<file path="config.mk">
export PLATFORM = sky130hd
export DESIGN_NAME = scph_ctrl
export DESIGN_NICKNAME = d
export VERILOG_FILES = /design/src/design/scph_pkg.sv /design/src/design/scph_ctrl.sv
export SDC_FILE = /design/constraint.sdc
export NUM_CORES = 1
export LEC_CHECK = 0
export ABC_AREA = 1
export CAP_MARGIN = 20
export CELL_PAD_IN_SITES_DETAIL_PLACEMENT = 1
export CELL_PAD_IN_SITES_GLOBAL_PLACEMENT = 1
export CORE_MARGIN = 4
export CORE_UTILIZATION = 37
export CTS_CLUSTER_SIZE = 40
export DETAILED_ROUTE_END_ITERATION = 10
export DONT_BUFFER_PORTS = 1
export GPL_TIMING_DRIVEN = 0
export PLACE_DENSITY = 0.76
export SYNTH_ARGS = -nofsm -noshare
export SYNTH_HDL_FRONTEND = slang
export SYNTH_SLANG_ARGS = --single-unit
</file>
<file path="constraint.sdc">
create_clock -name clk -period 2.5 [get_ports clk]
set_input_delay 0.125 -clock clk [delete_from_list [all_inputs] [get_ports clk]]
set_output_delay 0.125 -clock clk [all_outputs]
set_load 0.05 [all_outputs]
</file>
<file path="src/design/scph_pkg.sv">
`timescale 1ns / 1ps
// ============================================================================
// scph_pkg
// Shared types, codes and the arithmetic microprogram of the segment /
// convex polygon hit unit.
// ============================================================================
package scph_pkg;

    typedef enum logic [1:0] {
        OP_CLEAR  = 2'd0,
        OP_APPEND = 2'd1,
        OP_TEST   = 2'd2
    } op_t;

    typedef enum logic [2:0] {
        REASON_HIT             = 3'd0,
        REASON_FEW_VERTICES    = 3'd1,
        REASON_PARALLEL        = 3'd2,
        REASON_OUTSIDE_SEGMENT = 3'd3,
        REASON_OUTSIDE_POLYGON = 3'd4
    } reason_t;

    localparam int MIN_VERTICES = 3;

    typedef enum logic [3:0] {
        OPA_N0, OPA_N1, OPA_N2,
        OPA_M0, OPA_M1, OPA_M2,
        OPA_T1, OPA_T2,
        OPA_D0, OPA_D1, OPA_D2
    } opa_t;

    typedef enum logic [2:0] {
        OPB_D0, OPB_D1, OPB_D2,
        OPB_F0, OPB_F1, OPB_F2,
        OPB_NP, OPB_MP
    } opb_t;

    typedef enum logic [3:0] {
        DST_NONE,
        DST_N0, DST_N1, DST_N2,
        DST_DEN, DST_NUM,
        DST_M0, DST_M1, DST_M2,
        DST_T1, DST_T2,
        DST_VAL
    } dest_t;

    typedef enum logic [3:0] {
        LD_NONE,
        LD_V0,
        LD_D_V0,
        LD_F_V0,
        LD_SE,
        LD_VI,
        LD_D_VI,
        LD_F_SVI,
        LD_F_EVI,
        LD_NPMP
    } ld_t;

    typedef struct packed {
        opa_t  opa;
        opb_t  opb;
        logic  neg;
        dest_t dest;
        logic  seg_end;
    } uop_t;

    typedef struct packed {
        ld_t  ld;
        logic seg_load;
        logic mac_start;
        logic mac_step;
        uop_t uop;
    } dp_cmd_t;

    typedef struct packed {
        logic mac_done;
        logic den_zero;
        logic range_neg;
        logic val_zero;
        logic val_neg;
    } dp_stat_t;

    localparam int UPC_W = 5;
    localparam logic [UPC_W-1:0] UPC_NORMAL      = 5'd0;
    localparam logic [UPC_W-1:0] UPC_PLANE       = 5'd6;
    localparam logic [UPC_W-1:0] UPC_EDGE_NORMAL = 5'd15;
    localparam logic [UPC_W-1:0] UPC_START_SIDE  = 5'd21;
    localparam logic [UPC_W-1:0] UPC_END_SIDE    = 5'd24;

    function automatic uop_t mk_uop(input opa_t a, input opb_t b, input logic neg,
                                    input dest_t d, input logic last);
        uop_t u;
        u.opa     = a;
        u.opb     = b;
        u.neg     = neg;
        u.dest    = d;
        u.seg_end = last;
        return u;
    endfunction

    // Each entry adds or subtracts one product into the accumulator.
    function automatic uop_t uop_rom(input logic [UPC_W-1:0] pc);
        uop_t u;
        unique case (pc)
            5'd0:    u = mk_uop(OPA_D1, OPB_F2, 1'b0, DST_NONE, 1'b0);
            5'd1:    u = mk_uop(OPA_D2, OPB_F1, 1'b1, DST_N0,   1'b0);
            5'd2:    u = mk_uop(OPA_D2, OPB_F0, 1'b0, DST_NONE, 1'b0);
            5'd3:    u = mk_uop(OPA_D0, OPB_F2, 1'b1, DST_N1,   1'b0);
            5'd4:    u = mk_uop(OPA_D0, OPB_F1, 1'b0, DST_NONE, 1'b0);
            5'd5:    u = mk_uop(OPA_D1, OPB_F0, 1'b1, DST_N2,   1'b1);
            5'd6:    u = mk_uop(OPA_N0, OPB_F0, 1'b0, DST_NONE, 1'b0);
            5'd7:    u = mk_uop(OPA_N1, OPB_F1, 1'b0, DST_NONE, 1'b0);
            5'd8:    u = mk_uop(OPA_N2, OPB_F2, 1'b0, DST_NONE, 1'b0);
            5'd9:    u = mk_uop(OPA_N0, OPB_D0, 1'b1, DST_NONE, 1'b0);
            5'd10:   u = mk_uop(OPA_N1, OPB_D1, 1'b1, DST_NONE, 1'b0);
            5'd11:   u = mk_uop(OPA_N2, OPB_D2, 1'b1, DST_DEN,  1'b0);
            5'd12:   u = mk_uop(OPA_N0, OPB_F0, 1'b0, DST_NONE, 1'b0);
            5'd13:   u = mk_uop(OPA_N1, OPB_F1, 1'b0, DST_NONE, 1'b0);
            5'd14:   u = mk_uop(OPA_N2, OPB_F2, 1'b0, DST_NUM,  1'b1);
            5'd15:   u = mk_uop(OPA_N2, OPB_D1, 1'b0, DST_NONE, 1'b0);
            5'd16:   u = mk_uop(OPA_N1, OPB_D2, 1'b1, DST_M0,   1'b0);
            5'd17:   u = mk_uop(OPA_N0, OPB_D2, 1'b0, DST_NONE, 1'b0);
            5'd18:   u = mk_uop(OPA_N2, OPB_D0, 1'b1, DST_M1,   1'b0);
            5'd19:   u = mk_uop(OPA_N1, OPB_D0, 1'b0, DST_NONE, 1'b0);
            5'd20:   u = mk_uop(OPA_N0, OPB_D1, 1'b1, DST_M2,   1'b1);
            5'd21:   u = mk_uop(OPA_M0, OPB_F0, 1'b0, DST_NONE, 1'b0);
            5'd22:   u = mk_uop(OPA_M1, OPB_F1, 1'b0, DST_NONE, 1'b0);
            5'd23:   u = mk_uop(OPA_M2, OPB_F2, 1'b0, DST_T1,   1'b1);
            5'd24:   u = mk_uop(OPA_M0, OPB_F0, 1'b0, DST_NONE, 1'b0);
            5'd25:   u = mk_uop(OPA_M1, OPB_F1, 1'b0, DST_NONE, 1'b0);
            5'd26:   u = mk_uop(OPA_M2, OPB_F2, 1'b0, DST_T2,   1'b0);
            5'd27:   u = mk_uop(OPA_T1, OPB_NP, 1'b0, DST_NONE, 1'b0);
            5'd28:   u = mk_uop(OPA_T2, OPB_MP, 1'b0, DST_VAL,  1'b1);
            default: u = mk_uop(OPA_N0, OPB_D0, 1'b0, DST_NONE, 1'b1);
        endcase
        return u;
    endfunction

endpackage

</file>
<file path="src/design/scph_ctrl.sv">
`timescale 1ns / 1ps
// ============================================================================
// scph_ctrl
// Controller: vertex count, handshakes, microprogram sequencing, edge walk
// and the result register.
// ============================================================================
module scph_ctrl import scph_pkg::*; #(
    parameter int MAX_VERTICES = 16,
    localparam int IDX_W = $clog2(MAX_VERTICES),
    localparam int CNT_W = $clog2(MAX_VERTICES + 1)
) (
    input  logic             clk,
    input  logic             rst_n,
    input  logic             cmd_valid,
    output logic             cmd_ready,
    input  logic [1:0]       operation,
    output logic             res_valid,
    input  logic             res_ready,
    output logic             hit,
    output logic [2:0]       miss_reason,
    output dp_cmd_t          dcmd,
    output logic             wr_en,
    output logic [IDX_W-1:0] wr_addr,
    output logic [IDX_W-1:0] rd_addr,
    input  dp_stat_t         stat
);

    typedef enum logic [14:0] {
        S_IDLE  = 15'b000000000000001,
        S_V0    = 15'b000000000000010,
        S_V1    = 15'b000000000000100,
        S_V2    = 15'b000000000001000,
        S_LDSE  = 15'b000000000010000,
        S_ISSUE = 15'b000000000100000,
        S_WAIT  = 15'b000000001000000,
        S_CHK   = 15'b000000010000000,
        S_CHK2  = 15'b000000100000000,
        S_EI    = 15'b000001000000000,
        S_EJ    = 15'b000010000000000,
        S_ELS   = 15'b000100000000000,
        S_ELE   = 15'b001000000000000,
        S_EVAL  = 15'b010000000000000,
        S_DONE  = 15'b100000000000000
    } state_t;

    state_t           state_reg, state_next;
    state_t           ret_reg, ret_next;
    logic [UPC_W-1:0] upc_reg, upc_next;
    logic [CNT_W-1:0] count_reg, count_next;
    logic [IDX_W-1:0] idx_reg, idx_next;
    logic             prev_valid_reg, prev_valid_next;
    logic             prev_neg_reg, prev_neg_next;
    reason_t          reason_reg, reason_next;
    logic             out_valid_reg, out_valid_next;
    reason_t          out_reason_reg, out_reason_next;
    uop_t             cur_uop;
    logic [CNT_W-1:0] idx_inc;
    logic             last_edge;

    assign cur_uop   = uop_rom(upc_reg);
    assign idx_inc   = CNT_W'(idx_reg) + CNT_W'(1);
    assign last_edge = (idx_inc == count_reg);

    always_comb
    begin
        state_next      = state_reg;
        ret_next        = ret_reg;
        upc_next        = upc_reg;
        count_next      = count_reg;
        idx_next        = idx_reg;
        prev_valid_next = prev_valid_reg;
        prev_neg_next   = prev_neg_reg;
        reason_next     = reason_reg;
        out_valid_next  = out_valid_reg & ~res_ready;
        out_reason_next = out_reason_reg;
        cmd_ready       = 1'b0;
        wr_en           = 1'b0;
        wr_addr         = count_reg[IDX_W-1:0];
        rd_addr         = '0;
        dcmd.ld         = LD_NONE;
        dcmd.seg_load   = 1'b0;
        dcmd.mac_start  = 1'b0;
        dcmd.mac_step   = 1'b0;
        dcmd.uop        = cur_uop;

        unique case (state_reg)
            S_IDLE:
            begin
                cmd_ready = 1'b1;
                if (cmd_valid)
                begin
                    unique case (operation)
                        OP_CLEAR:
                        begin
                            count_next = '0;
                        end
                        OP_APPEND:
                        begin
                            if (count_reg < CNT_W'(MAX_VERTICES))
                            begin
                                wr_en      = 1'b1;
                                count_next = count_reg + CNT_W'(1);
                            end
                        end
                        OP_TEST:
                        begin
                            dcmd.seg_load = 1'b1;
                            if (count_reg < CNT_W'(MIN_VERTICES))
                            begin
                                reason_next = REASON_FEW_VERTICES;
                                state_next  = S_DONE;
                            end
                            else
                            begin
                                rd_addr    = '0;
                                state_next = S_V0;
                            end
                        end
                        default:
                        begin
                        end
                    endcase
                end
            end
            S_V0:
            begin
                dcmd.ld    = LD_V0;
                rd_addr    = IDX_W'(1);
                state_next = S_V1;
            end
            S_V1:
            begin
                dcmd.ld    = LD_D_V0;
                rd_addr    = IDX_W'(2);
                state_next = S_V2;
            end
            S_V2:
            begin
                dcmd.ld    = LD_F_V0;
                upc_next   = UPC_NORMAL;
                ret_next   = S_LDSE;
                state_next = S_ISSUE;
            end
            S_LDSE:
            begin
                dcmd.ld    = LD_SE;
                upc_next   = UPC_PLANE;
                ret_next   = S_CHK;
                state_next = S_ISSUE;
            end
            S_ISSUE:
            begin
                dcmd.mac_start = 1'b1;
                state_next     = S_WAIT;
            end
            S_WAIT:
            begin
                dcmd.mac_step = 1'b1;
                if (stat.mac_done)
                begin
                    upc_next   = upc_reg + UPC_W'(1);
                    state_next = cur_uop.seg_end ? ret_reg : S_ISSUE;
                end
            end
            S_CHK:
            begin
                dcmd.ld = LD_NPMP;
                if (stat.den_zero)
                begin
                    reason_next = REASON_PARALLEL;
                    state_next  = S_DONE;
                end
                else
                begin
                    state_next = S_CHK2;
                end
            end
            S_CHK2:
            begin
                if (stat.range_neg)
                begin
                    reason_next = REASON_OUTSIDE_SEGMENT;
                    state_next  = S_DONE;
                end
                else
                begin
                    idx_next        = '0;
                    prev_valid_next = 1'b0;
                    rd_addr         = '0;
                    state_next      = S_EI;
                end
            end
            S_EI:
            begin
                dcmd.ld    = LD_VI;
                rd_addr    = last_edge ? '0 : idx_inc[IDX_W-1:0];
                state_next = S_EJ;
            end
            S_EJ:
            begin
                dcmd.ld    = LD_D_VI;
                upc_next   = UPC_EDGE_NORMAL;
                ret_next   = S_ELS;
                state_next = S_ISSUE;
            end
            S_ELS:
            begin
                dcmd.ld    = LD_F_SVI;
                upc_next   = UPC_START_SIDE;
                ret_next   = S_ELE;
                state_next = S_ISSUE;
            end
            S_ELE:
            begin
                dcmd.ld    = LD_F_EVI;
                upc_next   = UPC_END_SIDE;
                ret_next   = S_EVAL;
                state_next = S_ISSUE;
            end
            S_EVAL:
            begin
                if (stat.val_zero || (prev_valid_reg && (prev_neg_reg != stat.val_neg)))
                begin
                    reason_next = REASON_OUTSIDE_POLYGON;
                    state_next  = S_DONE;
                end
                else
                begin
                    prev_valid_next = 1'b1;
                    prev_neg_next   = stat.val_neg;
                    if (last_edge)
                    begin
                        reason_next = REASON_HIT;
                        state_next  = S_DONE;
                    end
                    else
                    begin
                        idx_next   = idx_inc[IDX_W-1:0];
                        rd_addr    = idx_inc[IDX_W-1:0];
                        state_next = S_EI;
                    end
                end
            end
            S_DONE:
            begin
                if (!out_valid_reg || res_ready)
                begin
                    out_valid_next  = 1'b1;
                    out_reason_next = reason_reg;
                    state_next      = S_IDLE;
                end
            end
            default:
            begin
                state_next = S_IDLE;
            end
        endcase
    end

    always_ff @(posedge clk or negedge rst_n)
    begin
        if (!rst_n)
        begin
            state_reg      <= S_IDLE;
            ret_reg        <= S_IDLE;
            upc_reg        <= '0;
            count_reg      <= '0;
            idx_reg        <= '0;
            prev_valid_reg <= 1'b0;
            prev_neg_reg   <= 1'b0;
            reason_reg     <= REASON_HIT;
            out_valid_reg  <= 1'b0;
            out_reason_reg <= REASON_HIT;
        end
        else
        begin
            state_reg      <= state_next;
            ret_reg        <= ret_next;
            upc_reg        <= upc_next;
            count_reg      <= count_next;
            idx_reg        <= idx_next;
            prev_valid_reg <= prev_valid_next;
            prev_neg_reg   <= prev_neg_next;
            reason_reg     <= reason_next;
            out_valid_reg  <= out_valid_next;
            out_reason_reg <= out_reason_next;
        end
    end

    assign res_valid   = out_valid_reg;
    assign hit         = (out_reason_reg == REASON_HIT);
    assign miss_reason = out_reason_reg;

    a_count_bound: assert property (@(posedge clk) disable iff (!rst_n)
        count_reg <= CNT_W'(MAX_VERTICES))
        else $error("vertex count above capacity");

    a_issue_wait: assert property (@(posedge clk) disable iff (!rst_n)
        state_reg == S_ISSUE |=> state_reg == S_WAIT)
        else $error("product issued without a wait phase");

    a_edge_index: assert property (@(posedge clk) disable iff (!rst_n)
        state_reg == S_EVAL |-> CNT_W'(idx_reg) < count_reg)
        else $error("edge index beyond stored vertices");

    a_test_min: assert property (@(posedge clk) disable iff (!rst_n)
        state_reg == S_V0 |-> count_reg >= CNT_W'(MIN_VERTICES))
        else $error("plane set up with too few vertices");

endmodule

</file>
==> metrics.txt <==
Fin. Hold Viols=0; total number of vias=just under 3000; Syn Inst Count=447; Antenna Nets Post-Route=0; Clock transition at path regs=0.09 ns; cell repeated most along the worst path=clkbuf_1; Final Skew=0.00965 ns; run status=finished clean; first-pass GRT wire length=15600 µm; Yosys cell types=46; Initial Util=0.385; Final Max Tran Viols=0; initial antenna violation count=0; Syn Std Cell Area=about 3200 µm²; CTS tree=built; final instance area=between 3000 and 4000 µm²; Mean Syn Cell Area=between 7 and 8 µm²; max FFs per register=15; Ant. Diodes=0; Net count, final=between 400 and 500; Tightest Pin Transition=~1.0 ns; number of port buffers=0; WP data required=approximately 2.4 ns; most common flop cell mapped by yosys=dfrtp_1; DR pass1 iterations=4; worst-path fanout max=10; number of synthesized register bits=44; fmax=412 MHz; CTS Buffer Depth=2; synth warn=0; CTS sink cnt=44; vias in the first global route=between 3000 and 4000; clock period minus worst slack=around 2.4 ns; total grt overflow=0; dpl cell area=approximately 3400 µm²; Setup-failing EPs final=0; GP Congestion=between 0.8 and 0.9; Die Span Y=101 µm; post-layout util=0.434; Max Cap Viol=0; IO Pins=between 40 and 50; worst path arrival time=approximately 2.3 ns; largest net degree at the start of global routing=45; relative slew slack=0.332; ys async rst share=1.00; root buf cell=clkbuf_8; DRT Wirelength=8940 µm; area growth from synthesis to layout=12.8%; Core ar.=8300 µm²; post-synthesis sequential area ratio=0.346; Post-route DRC=0; CP Launch Type=flip-flop; WHS=~0.0097 ns; critical path endpoint category=output port; row cnt=33; share of cells above drive strength 1=0.203; final worst path period share=0.971; Peak VDD IR=around 0.61 mV; CP cell instances=clkbuf_1 -> clkbuf_1 -> o21ai_0 -> o2111ai_2; CP peak stage delay=about 0.59 ns; clk_lat worst skew=0.29 ns; CTS buffer count=5; die width=101 µm; CP Class=reg -> out; pwr dens=around 900 nW/µm²; die area=a little over 10000 µm²; DP Wirelength=approximately 7000 µm; gr usage total=0.188; Leakage=roughly 1.9 nW; Post-synth EDFFs=0; vias per std cell=5.18; RSZ-0062 raised after global routing=true; CTS H-Tree Depth=2; fin worst setup slack=around 0.072 ns; slowest stage cell, crit path=o2111ai_2; Synthesized Nets=roughly 470; Post-Place Setup Slack=-0.138 ns; DRT iter0 DRCs=about 90; mean routed wirelength per cell=about 16 µm; Tightest Hold Check Type=in -> reg
layout by cell type (no fill, tap or decap), types with 3 or more instances in the layout:
master / synthesis / final
nand2_1: 114 / 114
inv_1: 61 / 60
nor2_1: 45 / 42
dfrtp_1: 42 / 41
nand3_1: 29 / 28
nor2_2: 14 / 17
o21ai_0: 17 / 14
a21oi_1: 11 / 11
nand3_2: 9 / 10
buf_4: 4 / 10
ha_1: 9 / 9
inv_2: 8 / 8
nor3_1: 8 / 8
o21ai_1: 9 / 8
nand2_2: 7 / 7
nand4_1: 7 / 7
nand2_4: 6 / 6
xor2_1: 5 / 5
clkbuf_8: 0 / 5
xnor2_1: 3 / 3
clkbuf_1: 2 / 3
o21ai_2: 0 / 3
dlygate4sd3_1: 0 / 3
area by class of cell:
type                            instances  area [µm²]
Timing Repair Buffer                   10         103
Inverter                               72         277
Multi-Input combinational cell        322        1860
Clock inverter                          1        5.00
Tap cell                              105         131
Clock buffer                            6        72.6
Fill cell                            1081        4700
Buffer                                  9        52.6
Sequential cell                        44        1100
synthesized netlist by cell type (2+ instances only):
library cell / count / area, µm²
nand2_1: 114 / 428
inv_1: 61 / 229
nor2_1: 45 / 169
dfrtp_1: 42 / 1050
nand3_1: 29 / 145
o21ai_0: 17 / 85.1
nor2_2: 14 / 87.6
a21oi_1: 11 / 55.1
ha_1: 9 / 113
nand3_2: 9 / 90.1
o21ai_1: 9 / 45.0
inv_2: 8 / 30.0
nor3_1: 8 / 40.0
nand2_2: 7 / 43.8
nand4_1: 7 / 43.8
nand2_4: 6 / 67.6
xor2_1: 5 / 43.8
buf_4: 4 / 30.0
xnor2_1: 3 / 26.3
a31o_2: 2 / 17.5
a31oi_1: 2 / 12.5
buf_2: 2 / 10.0
clkbuf_1: 2 / 7.51
clkinv_1: 2 / 7.51
dfstp_2: 2 / 52.6
mux2_1: 2 / 22.5
nor2_4: 2 / 22.5
nor3_2: 2 / 20.0
o211ai_1: 2 / 15.0
o21a_1: 2 / 15.0
or2_2: 2 / 12.5
logic make-up after synthesis:
logic type,after synthesis,synth area share
AO/OA/AOI/OAI,53,0.103
XOR/XNOR,8,0.0220
adder cells (fa/ha/maj),9,0.0353
buffers and inverters,81,0.102
flip-flops,44,0.346
multiplexers,2,0.00706
AND/OR/NAND/NOR,250,0.385
final timing paths:
kind | to | from | slack, ns | cells past startpoint
hold / removal | count_reg[4] | operation[0] | 0.01 | 2
setup reg to reg | state_reg[11] | upc_reg[1] | 0.24 | 8
setup / recovery | dcmd[7] | upc_reg[2] | 0.07 | 4
max in group asynchronous | ret_reg[0] | rst_n | 1.88 | 2
hold reg to reg | ret_reg[0] | ret_reg[0] | 0.45 | 2
min in group asynchronous | idx_reg[3] | rst_n | 0.35 | 2
through the flow:
step	setup TNS, ns	power, mW	cells
global route	-0.229	3.48	569
detailed placement	-0.138	2.67	554
finish	0	3.24	569
floorplan	0	2.36	447
global placement	-0.513	2.59	552
CTS	-0.409	3.16	565
routing by layer:
metal / vias to the layer above / part of all wire / global-route usage
li1: 1454 / - / -
met1: 1438 / 0.47 / 0.257
met2: 44 / 0.49 / 0.310
met3: 9 / 0.033 / 0.0291
met4: 0 / 0.014 / 0.0508
met5: - / 0 / 0
timing repair:
item | in CTS | in global routing
hold endpoints to repair | 46 | 0
pin swaps | 0 | 3
gates resized for setup | 7 | 10
buffers inserted | 0 | 4
setup endpoints to repair | 8 | 12
hold buffers | 4 | 0
power breakdown:
group | leakage [nW] | switching (mW) | internal [mW]
clock | 0.0410 | 0.243 | 0.191
sequential | 0.576 | 0.151 | 0.808
combinational | 1.24 | 1.38 | 0.461
total | 1.86 | 1.78 | 1.46
worst max-delay path: cells and delay by family, from the launching register on:
| kind | cells | cell delay, ns |
|---|---|---|
| buffers and inverters | 2 | 0.73 |
| DFF | 1 | 0.44 |
| AOI/OAI and AO/OA | 2 | 0.84 |
Power figures use the tool's default switching activity.
